--- config.mk ---
export PLATFORM = sky130hd
export DESIGN_NAME = pkt_line_ref_advert_parser
export DESIGN_NICKNAME = d
export VERILOG_FILES = /design/src/rtl/core/plrap_pkg.sv /design/src/rtl/core/plrap_step.sv /design/src/rtl/core/plrap_drain.sv /design/src/rtl/core/pkt_line_ref_advert_parser.sv
export SDC_FILE = /design/constraint.sdc
export NUM_CORES = 1
export LEC_CHECK = 0
export BUFFER_PORTS_ARGS = -buffer_cell sky130_fd_sc_hd__clkbuf_2
export CAP_MARGIN = 20
export CORE_ASPECT_RATIO = 2
export CORE_UTILIZATION = 50
export DETAILED_ROUTE_END_ITERATION = 10
export PLACE_DENSITY = 0.66
export SYNTH_ARGS = -nofsm -noshare
export SYNTH_HDL_FRONTEND = slang
export SYNTH_SLANG_ARGS = --single-unit
--- constraint.sdc ---
create_clock -name clk -period 16.24 [get_ports clk]
set_input_delay 3.248 -clock clk [delete_from_list [all_inputs] [get_ports clk]]
set_output_delay 3.248 -clock clk [all_outputs]
set_load 0.02 [all_outputs]
--- src/rtl/core/plrap_pkg.sv ---
`timescale 1ns / 1ps
// ----------------------------------------------------------------------------
// plrap_pkg
// Shared types, constants and per-byte helper functions for the pkt-line
// ref advertisement parser.
// ----------------------------------------------------------------------------
package plrap_pkg;

  localparam int MAX_REFS      = 256;
  localparam int NAME_BYTES    = 256;
  localparam int CAPS_BYTES    = 1024;
  localparam int OID_HEX_CHARS = 40;
  localparam int HOLD_DEPTH    = 4;

  localparam int RES_SLOTS = HOLD_DEPTH + 2;
  localparam int LAST_SLOT = HOLD_DEPTH + 1;
  localparam int BYTE_SLOT = HOLD_DEPTH;

  localparam int LEN_W  = 16;
  localparam int REF_W  = $clog2(MAX_REFS + 1);
  localparam int NAME_W = $clog2(NAME_BYTES);
  localparam int CAPS_W = $clog2(CAPS_BYTES);
  localparam int HCNT_W = $clog2(HOLD_DEPTH + 1);

  localparam logic [LEN_W-1:0]  HDR_LEN   = LEN_W'(4);
  localparam logic [LEN_W-1:0]  LEN_SAT   = '1;
  localparam logic [LEN_W-1:0]  OID_LEN   = LEN_W'(OID_HEX_CHARS);
  localparam logic [REF_W-1:0]  REFS_MAX  = REF_W'(MAX_REFS);
  localparam logic [NAME_W-1:0] NAME_MAX  = NAME_W'(NAME_BYTES - 1);
  localparam logic [CAPS_W-1:0] CAPS_MAX  = CAPS_W'(CAPS_BYTES - 1);
  localparam logic [HCNT_W-1:0] HOLD_FULL = HCNT_W'(HOLD_DEPTH);
  localparam logic [1:0]        HDR_LAST  = 2'd3;

  localparam logic [7:0] CH_HASH = 8'h23;
  localparam logic [7:0] CH_LF   = 8'h0A;
  localparam logic [7:0] CH_CR   = 8'h0D;
  localparam logic [7:0] CH_NUL  = 8'h00;

  typedef enum logic [1:0] {
    PH_HEADER,
    PH_PAYLOAD,
    PH_STOPPED
  } phase_e;

  typedef enum logic [2:0] {
    K_OID    = 3'd0,
    K_NAME   = 3'd1,
    K_CAPS   = 3'd2,
    K_COMMIT = 3'd3,
    K_ABORT  = 3'd4,
    K_STOP   = 3'd5
  } kind_e;

  typedef struct packed {
    logic skip;
    logic open;
    logic caps;
    logic badhex;
  } flags_t;

  typedef struct packed {
    phase_e                  phase;
    logic [1:0]              hdr_cnt;
    logic [LEN_W-1:0]        frame_len;
    logic [LEN_W-1:0]        pay_pos;
    logic [LEN_W-1:0]        cont_len;
    logic [3:0]              hi_nib;
    flags_t                  flags;
    logic [REF_W-1:0]        refs;
    logic [NAME_W-1:0]       name_cnt;
    logic [CAPS_W-1:0]       caps_cnt;
    logic [HOLD_DEPTH-1:0]   held_lf;   // held byte is LF when set, CR otherwise
    logic [HCNT_W-1:0]       held_cnt;
  } pst_t;

  typedef struct packed {
    logic       vld;
    kind_e      kind;
    logic [7:0] value;
  } res_t;

  typedef res_t [RES_SLOTS-1:0] batch_t;

  typedef struct packed {
    pst_t st;
    res_t res;
  } tc_t;

  function automatic res_t mk_res(kind_e k, logic [7:0] v);
    res_t r;
    r.vld   = 1'b1;
    r.kind  = k;
    r.value = v;
    return r;
  endfunction

  // 0..15 for a hex digit, 16 otherwise
  function automatic logic [4:0] hex_val(logic [7:0] b);
    logic [4:0] v;
    v = 5'h10;
    if (b inside {[8'h30:8'h39]}) begin
      v = 5'(b - 8'h30);
    end else if (b inside {[8'h61:8'h66]}) begin
      v = 5'(b - 8'h57);
    end else if (b inside {[8'h41:8'h46]}) begin
      v = 5'(b - 8'h37);
    end
    return v;
  endfunction

  function automatic logic [7:0] held_byte(logic is_lf);
    return is_lf ? CH_LF : CH_CR;
  endfunction

  function automatic tc_t take_content(pst_t st, logic [7:0] b);
    tc_t              r;
    logic [LEN_W-1:0] p;
    logic [4:0]       v;
    r.st  = st;
    r.res = '0;
    p     = st.cont_len;
    v     = hex_val(b);
    if (!st.flags.skip) begin
      r.st.flags.open = 1'b1;
      if (p != LEN_SAT) begin
        r.st.cont_len = p + LEN_W'(1);
      end
      if (p < OID_LEN) begin
        if (v[4]) begin
          r.res           = mk_res(K_ABORT, 8'h00);
          r.st.flags.skip = 1'b1;
          r.st.flags.open = 1'b0;
        end else if (p[0]) begin
          r.res = mk_res(K_OID, {st.hi_nib, v[3:0]});
        end else begin
          r.st.hi_nib = v[3:0];
        end
      end else if (p > OID_LEN) begin
        if (!st.flags.caps) begin
          if (b == CH_NUL) begin
            r.st.flags.caps = 1'b1;
          end else if (st.name_cnt < NAME_MAX) begin
            r.res         = mk_res(K_NAME, b);
            r.st.name_cnt = st.name_cnt + NAME_W'(1);
          end
        end else if (st.refs == '0 && st.caps_cnt < CAPS_MAX) begin
          r.res         = mk_res(K_CAPS, b);
          r.st.caps_cnt = st.caps_cnt + CAPS_W'(1);
        end
      end
    end
    return r;
  endfunction

  function automatic tc_t end_ref(pst_t st);
    tc_t r;
    r.st  = st;
    r.res = '0;
    if (st.flags.open) begin
      if (st.cont_len > OID_LEN) begin
        r.res = mk_res(K_COMMIT, 8'h00);
        if (st.refs < REFS_MAX) begin
          r.st.refs = st.refs + REF_W'(1);
        end
      end else begin
        r.res = mk_res(K_ABORT, 8'h00);
      end
      r.st.flags.open = 1'b0;
    end
    return r;
  endfunction

endpackage

--- src/rtl/core/plrap_step.sv ---
`timescale 1ns / 1ps
// ----------------------------------------------------------------------------
// plrap_step
// Parser state register and the per-byte step: header decode, CR/LF hold,
// ref line content and end-of-line handling. Emits at most one batch per beat.
// ----------------------------------------------------------------------------
module plrap_step
  import plrap_pkg::*;
(
  input  logic       clk,
  input  logic       rst,
  input  logic       ir_vld,
  input  logic [7:0] ir_byte,
  input  logic       ir_end,
  input  logic       bat_rdy,
  output logic       bat_vld,
  output batch_t     bat,
  output logic       step_take
);

  pst_t st;
  pst_t st_next;
  logic any_res;

  always_comb begin
    pst_t             s;
    tc_t              tc;
    logic [4:0]       hv;
    logic [LEN_W-1:0] len;
    logic             last;
    logic             is_crlf;
    s       = st;
    bat     = '0;
    hv      = hex_val(ir_byte);
    len     = '0;
    last    = (st.pay_pos + LEN_W'(1)) == (st.frame_len - HDR_LEN);
    is_crlf = (ir_byte == CH_CR) || (ir_byte == CH_LF);
    case (st.phase)
      PH_HEADER: begin
        if (s.hdr_cnt == 2'd0) begin
          s.frame_len = '0;
          s.flags     = '0;
        end
        if (hv[4]) begin
          s.flags.badhex = 1'b1;
        end else begin
          s.frame_len = {s.frame_len[LEN_W-5:0], hv[3:0]};
        end
        if (s.hdr_cnt != HDR_LAST) begin
          s.hdr_cnt = s.hdr_cnt + 2'd1;
        end else begin
          s.hdr_cnt = 2'd0;
          len       = s.flags.badhex ? '0 : s.frame_len;
          s.flags   = '0;
          if (len == '0 || len == HDR_LEN) begin
            s.frame_len = '0;
          end else if (len < HDR_LEN || ir_end) begin
            bat[LAST_SLOT] = mk_res(K_STOP, 8'h00);
            s.phase        = PH_STOPPED;
          end else begin
            s.phase    = PH_PAYLOAD;
            s.pay_pos  = '0;
            s.cont_len = '0;
            s.name_cnt = '0;
            s.caps_cnt = '0;
            s.held_cnt = '0;
          end
        end
      end
      PH_PAYLOAD: begin
        if (ir_end && !last) begin
          if (s.flags.open) begin
            bat[BYTE_SLOT] = mk_res(K_ABORT, 8'h00);
          end
          bat[LAST_SLOT] = mk_res(K_STOP, 8'h00);
          s.phase        = PH_STOPPED;
        end else begin
          if (st.pay_pos == '0 && (ir_byte == CH_HASH || st.refs >= REFS_MAX)) begin
            s.flags.skip = 1'b1;
          end
          if (is_crlf) begin
            if (last) begin
              s.held_cnt = '0;
            end else if (st.held_cnt >= HOLD_FULL) begin
              // hold full: oldest byte goes out as content
              tc     = take_content(s, held_byte(st.held_lf[0]));
              s      = tc.st;
              bat[0] = tc.res;
              for (int i = 0; i < HOLD_DEPTH - 1; i++) begin
                s.held_lf[i] = st.held_lf[i+1];
              end
              s.held_lf[HOLD_DEPTH-1] = (ir_byte == CH_LF);
            end else begin
              for (int i = 0; i < HOLD_DEPTH; i++) begin
                if (HCNT_W'(i) == st.held_cnt) begin
                  s.held_lf[i] = (ir_byte == CH_LF);
                end
              end
              s.held_cnt = st.held_cnt + HCNT_W'(1);
            end
          end else begin
            for (int i = 0; i < HOLD_DEPTH; i++) begin
              if (HCNT_W'(i) < st.held_cnt) begin
                tc     = take_content(s, held_byte(st.held_lf[i]));
                s      = tc.st;
                bat[i] = tc.res;
              end
            end
            s.held_cnt     = '0;
            tc             = take_content(s, ir_byte);
            s              = tc.st;
            bat[BYTE_SLOT] = tc.res;
          end
          s.pay_pos = s.pay_pos + LEN_W'(1);
          if (last) begin
            s.held_cnt     = '0;
            tc             = end_ref(s);
            s              = tc.st;
            bat[LAST_SLOT] = tc.res;
            s.phase        = PH_HEADER;
            s.frame_len    = '0;
            s.flags        = '0;
          end
        end
      end
      default: ;
    endcase
    if (ir_end) begin
      s = '0;
    end
    st_next = s;
  end

  always_comb begin
    any_res = 1'b0;
    for (int i = 0; i < RES_SLOTS; i++) begin
      any_res = any_res | bat[i].vld;
    end
  end

  assign bat_vld   = ir_vld && any_res;
  assign step_take = ir_vld && (bat_rdy || !any_res);

  always_ff @(posedge clk) begin
    if (rst) begin
      st <= '0;
    end else if (step_take) begin
      st <= st_next;
    end
  end

endmodule

--- src/rtl/core/plrap_drain.sv ---
`timescale 1ns / 1ps
// ----------------------------------------------------------------------------
// plrap_drain
// Result register: holds one batch of up to RES_SLOTS results and sends
// them out one beat at a time, lowest slot first.
// ----------------------------------------------------------------------------
module plrap_drain
  import plrap_pkg::*;
(
  input  logic       clk,
  input  logic       rst,
  input  logic       bat_vld,
  input  batch_t     bat,
  output logic       bat_rdy,
  output logic       result_valid,
  input  logic       result_ready,
  output logic [2:0] kind,
  output logic [7:0] value,
  output logic       run_last
);

  logic [RES_SLOTS-1:0] mask;
  logic [RES_SLOTS-1:0] mask_next;
  logic [RES_SLOTS-1:0] in_mask;
  logic [RES_SLOTS-1:0] pick;
  logic                 single;
  batch_t               slots;

  always_comb begin
    for (int i = 0; i < RES_SLOTS; i++) begin
      in_mask[i] = bat[i].vld;
    end
  end

  assign pick         = mask & (~mask + RES_SLOTS'(1));
  assign single       = (mask & (mask - RES_SLOTS'(1))) == '0;
  assign result_valid = |mask;
  assign run_last     = single;
  assign bat_rdy      = (mask == '0) || (result_ready && single);

  always_comb begin
    kind  = '0;
    value = '0;
    for (int i = 0; i < RES_SLOTS; i++) begin
      if (pick[i]) begin
        kind  = slots[i].kind;
        value = slots[i].value;
      end
    end
  end

  always_comb begin
    mask_next = mask;
    if (bat_vld && bat_rdy) begin
      mask_next = in_mask;
    end else if (result_valid && result_ready) begin
      mask_next = mask & ~pick;
    end
  end

  always_ff @(posedge clk) begin
    if (rst) begin
      mask <= '0;
    end else begin
      mask <= mask_next;
    end
  end

  always_ff @(posedge clk) begin
    if (bat_vld && bat_rdy) begin
      slots <= bat;
    end
  end

endmodule

--- src/rtl/core/pkt_line_ref_advert_parser.sv ---
`timescale 1ns / 1ps
// ----------------------------------------------------------------------------
// pkt_line_ref_advert_parser
// A byte goes through the input register, the step and the result register.
// Throughput: one body byte per cycle while results are taken; a byte's
//   results hold the result register until the single result port takes
//   them all. Bytes that make no result do not wait for the result register.
// Reset: synchronous, clears parser state and both registers; a byte with
//   body_end also returns the parser to its reset state.
// ----------------------------------------------------------------------------
module pkt_line_ref_advert_parser
  import plrap_pkg::*;
(
  input  logic       clk,
  input  logic       rst,
  input  logic       body_valid,
  output logic       body_ready,
  input  logic [7:0] body_byte,
  input  logic       body_end,
  output logic       result_valid,
  input  logic       result_ready,
  output logic [2:0] kind,
  output logic [7:0] value,
  output logic       run_last
);

  logic       ir_vld;
  logic       ir_vld_next;
  logic [7:0] ir_byte;
  logic       ir_end;
  logic       step_take;
  logic       bat_vld;
  logic       bat_rdy;
  batch_t     bat;

  assign body_ready = !ir_vld || step_take;

  always_comb begin
    ir_vld_next = ir_vld;
    if (body_valid && body_ready) begin
      ir_vld_next = 1'b1;
    end else if (step_take) begin
      ir_vld_next = 1'b0;
    end
  end

  always_ff @(posedge clk) begin
    if (rst) begin
      ir_vld <= 1'b0;
    end else begin
      ir_vld <= ir_vld_next;
    end
  end

  always_ff @(posedge clk) begin
    if (body_valid && body_ready) begin
      ir_byte <= body_byte;
      ir_end  <= body_end;
    end
  end

  plrap_step u_step (
    .clk       (clk),
    .rst       (rst),
    .ir_vld    (ir_vld),
    .ir_byte   (ir_byte),
    .ir_end    (ir_end),
    .bat_rdy   (bat_rdy),
    .bat_vld   (bat_vld),
    .bat       (bat),
    .step_take (step_take)
  );

  plrap_drain u_drain (
    .clk          (clk),
    .rst          (rst),
    .bat_vld      (bat_vld),
    .bat          (bat),
    .bat_rdy      (bat_rdy),
    .result_valid (result_valid),
    .result_ready (result_ready),
    .kind         (kind),
    .value        (value),
    .run_last     (run_last)
  );

endmodule

==> run_results.csv, run 1 <==
group,metric,value,unit
outcome,status,"complete, no violations",
worst_setup_path,startpoint,"u_step.st[47]$_SDFFE_PP0P_",
timing,hold_viol,0,
global_route,grt_pass1_vias,18187,
timing,fin_crit,14.47,ns
worst_hold_path,min_path_type,"reg -> reg",
flow_run,drv_cap,0,
power_and_ir_drop,finalPower,847,uW
power_and_ir_drop,vdd_drop_max,0.0851,mV
detailed_routing,drc,0,
place,dp_cells,2670,
clock_tree,cts_resized,0,
clock_tree,postCtsSetupBuffers,0,
worst_setup_path,path_max_fanout,21,
worst_setup_path,path_class,"reg -> out",
place,gp_congestion,1.04,
global_route,grt_pass1_wl,103000,um
yosys,syn_avg_cell_area,7.22,sq um
floorplanning,coreArea,0.0329,sq mm
clock_tree,numClockSinks,148,
detailed_routing,drt_iter0_markers,1596,
detailed_routing,routed_wl,67600,um
finish,nFillCells,3280,
yosys,ys_top_cells_by_area,"dfxtp_1, edfxtp_1, xnor2_1, nand2_1, nor2_1",
yosys,async_flop_share,0,%
global_route,antenna_found_initial,1,
timing,fin_tns_setup,0,ns
timing,worst_pin_slew,1.14,ns
floorplanning,die_w,131,um
yosys,synth_top_area_cell,"dfxtp_1",
timing,fmax,69.1,MHz
detailed_routing,routed_via_density,6.94,
yosys,synth_top_area_share,12.1,%
clock_tree,cts.htree.levels,4,
worst_setup_path,cp.arrival,11.23,ns
worst_setup_path,slowest_stage,"and3_1",
yosys,synth-main-ff-cell,"dfxtp_1",
finish,finalNetCount,2309,
power_and_ir_drop,powerDensity,47.8,mW/mm^2
detailed_routing,vias,18789,
finish,ff_latch_area,0.00343,sq mm
yosys,synthTopCellsByCount,"nand2_1, nor2_1, a21oi_1",
worst_setup_path,crit_top_cell,"nand3_1",
worst_setup_path,reg2reg_depth,29,
place,portBuffers,26,
yosys,synth_fp_nets,2367,
clock_tree,clkLatencyLatePin,0.45,ns
finish,multi_input_area,0.0125,sq mm
global_route,overflow,0,
floorplanning,rows,94,
yosys,synth-edff-count,47,
floorplanning,io_pins,27,
clock_tree,clock-root-buffer,"clkbuf_16",
detailed_routing,final_antenna_net_count,0,
global_route,grtUsageTotal,39.0,%
worst_setup_path,required,12.99,ns
yosys,synth_cells,2319,
yosys,synth.distinct_cells,107,
detailed_routing,drt_first_pass_iters,8,
yosys,synth_seq_cells,148,
worst_setup_path,r2r_setup_slack,4.02,ns
place,dp_hpwl,52600,um
detailed_routing,wire_per_inst,25.0,um
power_and_ir_drop,p_leak,0.00596,uW
timing,timing.final.crit_share,89.1,%
clock_tree,clockBufferDepth,2,
floorplanning,die_h,261,um
yosys,yosys_warnings,0,
timing,slew_viol_final,0,
timing,relSlewSlack,23.6,%
place,place_area,0.0171,sq mm
timing,rsz0062_at_grt,"no",
yosys,syn-cell-area,0.0167,sq mm
finish,design_area,0.0177,sq mm
clock_tree,cts_buffers,17,
finish,final_layout_size_suffix_gt1_share,8.66,%
clock_tree,cts_tree,"yes",
timing,skew,0.0135,ns
yosys,synth.most_common_cell,"nand2_1",
finish,diodes,0,
worst_setup_path,critPathLaunchType,"flip-flop",
clock_tree,cts.hold.buffers_added,0,
worst_setup_path,setup.worst_path.end,"body_ready",
worst_hold_path,whs_path_depth,2,
worst_setup_path,cpPeakStageDelay,0.72,ns
floorplanning,start_util,50.8,%
worst_setup_path,reg2reg_from,"u_step.st[47]$_SDFFE_PP0P_",
clock_tree,clkTransAtPathRegs,0.07,ns
worst_hold_path,holdCritStartpoint,"u_step.st[34]$_SDFFE_PP0P_",
yosys,seq_area_frac_synth,20.5,%
worst_setup_path,end_kind,"output port",
finish,area_delta_synth_final,5.90,%
worst_setup_path,regToRegEndpoint,"u_step.st[28]$_SDFFE_PP0P_",
finish,instances_no_fill,2706,
global_route,grt_max_degree,48,
timing,setup_viol,0,
floorplanning,die-area,0.0342,sq mm
worst min-delay path by stage:
stage                                  to  slack [ns]
6_report       u_step.st[34]$_SDFFE_PP0P_        0.47
5_1_grt        u_step.st[34]$_SDFFE_PP0P_        0.50
4_1_cts        u_step.st[34]$_SDFFE_PP0P_        0.47
3_5_place_dp   u_step.st[34]$_SDFFE_PP0P_        0.46
3_3_place_gp   u_step.st[34]$_SDFFE_PP0P_        0.44
2_1_floorplan  u_step.st[34]$_SDFFE_PP0P_        0.43
worst max-delay path: cells and delay by family, from the launching register on:
family / cells / cell delay [ns]
compound gates: 10 / 3.79
xor+xnor: 2 / 0.66
fa+ha+maj: 2 / 0.60
buf+inv: 2 / 0.31
flops: 1 / 0.57
simple gates: 12 / 4.81
metal layers:
layer	vias up	routed length (um)	share of wire [%]	GRT usage [%]
met5	-	15	0.022	0
met4	2	7670	11	40.0
met3	395	4170	6.2	7.21
met2	971	33500	50	70.3
met1	8814	22300	33	36.0
li1	8607	-	-	-
stage by stage:
stage,hold WS (ns),util (%),setup slack (ns)
floorplan,0.433,-,4.60
CTS,0.473,53.7,2.04
finish,0.471,53.8,1.77
detailed placement,0.464,51.9,2.56
global placement,0.440,51.9,2.90
global route,0.496,53.8,0.906
logic make-up after synthesis:
kind of cell | count (synthesis) | share of synthesized area, %
DFF | 148 | 20.5
AOI/OAI and AO/OA | 649 | 27.0
xor gates and xnor gates | 144 | 7.58
buffers and inverters | 201 | 4.91
and+or+nand+nor | 1079 | 33.4
adders and majority gates | 36 | 2.68
muxes | 62 | 3.87
layout make-up:
| type | instances | share of cell area (%) |
|---|---|---|
| Clock buffer | 23 | 2.89 |
| Clock inverter | 9 | 0.487 |
| Inverter | 63 | 1.33 |
| Multi-Input combinational cell | 1970 | 70.6 |
| Sequential cell | 148 | 19.4 |
| Tap cell | 432 | 3.05 |
| Timing Repair Buffer | 61 | 2.29 |
layout by cell type, fill, tap and decap left out, types with 13 or more instances in the layout:
cell type and n:
nand3b_1 16, mux2_2 20, o21ai_0 85, a31o_2 15, buf_4 32, and3_1 49, a211oi_1 34, or3_1 29
ha_1 35, nand2b_1 22, clkbuf_2 27, dfxtp_1 101, o21ai_1 15, nor2b_1 19, a21o_1 23, mux2i_1 40
nor3_1 91, nor2_1 227, nand3_1 121, a31oi_1 39, and4_1 20, and2_1 56, xor2_1 35, o21a_1 17
nor4_1 55, nand2_1 240, or4_1 17, nand4_1 43, xnor2_1 108, edfxtp_1 47, o31ai_1 27, o22ai_1 20
clkbuf_16 19, a22oi_1 23, nor3b_1 13, o211ai_1 22, or2_2 17, inv_1 61, a21oi_1 163
where the power goes:
part	switching (uW)	total (uW)	leakage, uW	internal [uW]
sequential	3.51	386	0.00134	382
clock	166	405	0.000301	239
combinational	41.7	57.0	0.00432	15.3
total	211	847	0.00596	636
registers in the layout (all words and copies together), names as in the netlist:
name,count
ir_byte,8
ir_end,1
ir_vld,1
u_drain.mask,6
u_drain.slots,38
u_step.st,94
Note: power is estimated with default switching activity, not from simulation.
==> run 2: changes to the inputs <==
--- a/config.mk
+++ b/config.mk
@@ -5,6 +5,7 @@
 export SDC_FILE = /design/constraint.sdc
 export NUM_CORES = 1
 export LEC_CHECK = 0
+export ABC_AREA = 1
 export BUFFER_PORTS_ARGS = -buffer_cell sky130_fd_sc_hd__clkbuf_2
 export CAP_MARGIN = 20
 export CORE_ASPECT_RATIO = 2
@@ -13,4 +14,5 @@
 export PLACE_DENSITY = 0.66
 export SYNTH_ARGS = -nofsm -noshare
 export SYNTH_HDL_FRONTEND = slang
+export SYNTH_HIERARCHICAL = 1
 export SYNTH_SLANG_ARGS = --single-unit
==> run 2 against run 1 <==
Effect of this change:
- die area up 9.0%
- synthesized cell count up 32%
- register-to-register slack better by 2.0 ns
- maximum frequency up 12%
- cell count up 29%
- critical endpoint unchanged
==> run_results.csv, run 2 <==
group,metric,value,unit
global_route,grt_pass1_wl,104000,um
yosys,syn-cell-area,0.0183,sq mm
finish,finalNetCount,3075,
timing,setup_viol,0,
power_and_ir_drop,p_int,964,uW
detailed_routing,drc,0,
yosys,synth_top_area_share,17.8,%
finish,final_layout_size_suffix_gt1_share,9.54,%
detailed_routing,vias,20285,
yosys,syn_avg_cell_area,5.96,sq um
floorplanning,rows,98,
timing,timing.final.crit_share,79.5,%
worst_hold_path,hold_end,"u_step/st[36]$_SDFFE_PP0P_",
clock_tree,cts_tree,"yes",
timing,hold_viol,0,
place,portBuffers,26,
clock_tree,cts_buffers,17,
worst_setup_path,r2r_setup_slack,6.01,ns
detailed_routing,final_antenna_net_count,0,
worst_hold_path,holdCritStartpoint,"u_step/st[36]$_SDFFE_PP0P_",
detailed_routing,met1_length,23400,um
detailed_routing,routed_via_density,5.81,
place,dp_cells,3457,
finish,diodes,0,
detailed_routing,met2WireLength,34500,um
finish,multi_input_area,0.0120,sq mm
finish,largest_reg_flops,94,
yosys,synth_cells,3065,
timing,fin_tns_setup,0,ns
finish,final_common_cell,"nand2_1",
clock_tree,clkTransAtPathRegs,0.08,ns
detailed_routing,wire_per_inst,19.5,um
place,gp_congestion,1.01,
yosys,synth-main-ff-cell,"dfxtp_1",
yosys,ys_top_cells_by_area,"nand2_1, edfxtp_1, dfxtp_1, nand3_1, nor2_1",
worst_setup_path,critPathLaunchType,"flip-flop",
worst_setup_path,required,12.99,ns
worst_setup_path,cpPeakStageDelay,0.70,ns
worst_setup_path,path_class,"reg -> out",
power_and_ir_drop,pwr-share-seq,27.2,%
power_and_ir_drop,p_switching,990,uW
clock_tree,cts.htree.levels,4,
yosys,synth_top_area_cell,"nand2_1",
yosys,synth.most_common_cell,"nand2_1",
global_route,antenna_found_initial,0,
power_and_ir_drop,p_clk_share,23.5,%
finish,instances_no_fill,3490,
detailed_routing,drt_first_pass_iters,6,
timing,fmax,77.4,MHz
floorplanning,start_util,51.0,%
yosys,synthTopCellsByCount,"nand2_1, nor2_1, inv_1",
power_and_ir_drop,p_leak,0.00838,uW
finish,final_cell_mix,"nand2_1, nor2_1, inv_1",
worst_setup_path,slowest_stage,"dfxtp_1",
floorplanning,die_w,137,um
timing,fin_crit,12.91,ns
global_route,grtUsageTotal,36.7,%
power_and_ir_drop,combPwrFrac,49.2,%
timing,slew_viol_final,0,
timing,relSlewSlack,28.3,%
flow_run,drv_cap,0,
worst_setup_path,regToRegEndpoint,"u_step/st[21]$_SDFFE_PP0P_",
clock_tree,clockBufferDepth,2,
worst_setup_path,cp.arrival,9.67,ns
worst_hold_path,min_path_type,"reg -> reg",
yosys,synth_seq_cells,176,
power_and_ir_drop,finalPower,1950,uW
global_route,grt_max_degree,78,
worst_setup_path,reg2reg_depth,51,
worst_setup_path,crit_top_cell,"nand2_1",
finish,top_regs,"u_step/st x94, u_drain/slots x66, ir_byte x8",
detailed_routing,drt_iter0_markers,1288,
clock_tree,clock-root-buffer,"clkbuf_16",
floorplanning,coreArea,0.0358,sq mm
clock_tree,cts.hold.buffers_added,0,
floorplanning,die_h,272,um
power_and_ir_drop,vdd_drop_max,0.0788,mV
yosys,seq_area_frac_synth,23.4,%
detailed_routing,routed_wl,67900,um
detailed_routing,routed-wl-met3,3540,um
outcome,status,"complete, no violations",
finish,top_register,"u_step/st",
yosys,yosys_warnings,6,
global_route,overflow,0,
floorplanning,io_pins,27,
finish,ff_latch_area,0.00427,sq mm
timing,whs,0.476,ns
worst_setup_path,reg2reg_from,"u_step/st[35]$_SDFFE_PP0P_",
timing,worst_pin_slew,1.07,ns
finish,area_delta_synth_final,4.52,%
yosys,async_flop_share,0,%
timing,rsz0062_at_grt,"no",
global_route,grt_pass1_vias,19425,
worst_setup_path,end_kind,"output port",
power_and_ir_drop,switching_share,50.7,%
finish,utilization,53.3,%
yosys,synth-edff-count,75,
finish,nFillCells,3809,
timing,skew,0.0276,ns
clock_tree,postCtsSetupBuffers,0,
worst_hold_path,whs_path_depth,2,
power_and_ir_drop,powerDensity,102,mW/mm^2
yosys,synth.distinct_cells,59,
place,dp_hpwl,52200,um
clock_tree,clkLatencyLatePin,0.47,ns
clock_tree,cts_resized,0,
detailed_routing,dr.max_layer_used,"met4",
floorplanning,die-area,0.0373,sq mm
clock_tree,numClockSinks,176,
worst_setup_path,path_max_fanout,23,
run 2: changes by cell type after synthesis, moves of 40 or more:
cell | previous run | this run
nand2_1 | 240 | 865
nand4_1 | 43 | 97
nor4_1 | 56 | 16
nand2_2 | 4 | 56
nor2_1 | 228 | 408
mux2i_1 | 40 | 0
nand3_1 | 121 | 312
clkbuf_1 | 97 | 39
and3_1 | 49 | 3
xnor2_1 | 108 | 5
inv_1 | 61 | 326
and2_1 | 56 | 0
run 2: worst max path at each step:
stage	start	end	slack [ns]	cells past startpoint
after floorplan	ir_byte[0]$_DFFE_PP_	body_ready	6.55	53
after global placement	u_step/st[35]$_SDFFE_PP0P_	body_ready	4.05	50
after detailed placement	u_step/st[35]$_SDFFE_PP0P_	body_ready	4.05	50
after CTS	u_step/st[35]$_SDFFE_PP0P_	body_ready	3.53	50
after global routing	u_step/st[35]$_SDFFE_PP0P_	body_ready	2.54	50
final	u_step/st[35]$_SDFFE_PP0P_	body_ready	3.33	50
run 2: through the flow:
stage | cell area [sq um] | setup slack (ns)
after floorplan | 18300 | 6.55
after global placement | 18400 | 4.05
after detailed placement | 18400 | 4.05
after CTS | 19100 | 3.53
after global routing | 19100 | 2.54
final | 19100 | 3.33
run 2: layout make-up:
cell class              count  share of cell area (%)
clock buffers              17                    2.23
clock inverters            15                    1.09
inverters                 359                    7.09
well taps                 450                    2.95
flip-flops and latches    176                    22.4
multi-input cells        2431                    62.9
repair buffers             42                    1.31
run 2: critical path: cells and delay by family (launching register included):
kind / cells / cell delay [ns]
AND/OR/NAND/NOR: 32 / 4.11
AO/OA/AOI/OAI: 5 / 1.79
buffers and inverters: 8 / 1.33
adder cells (fa/ha/maj): 4 / 0.99
flip-flops: 1 / 0.70
XOR/XNOR: 1 / 0.24
run 2: kinds of logic after synthesis:
group,share of synthesized area [%]
buf+inv,11.5
compound gates,11.9
fa+ha+maj,2.40
xor+xnor,2.54
simple gates,48.2
flops,23.4
other cells,0.0205
run 2: power by group through the flow:
stage	logic (uW)	clock network [uW]	registers, uW
finish	962	460	532
global route	1050	484	536
CTS	940	471	531
detailed placement	936	0	541
global placement	928	0	540
floorplan	685	0	525
run 2: per-layer routing:
layer  vias up  track usage, %
met4         0            32.2
met1      9299            35.3
met2       790            66.2
li1       9914               -
met5         -               0
met3       282            5.51
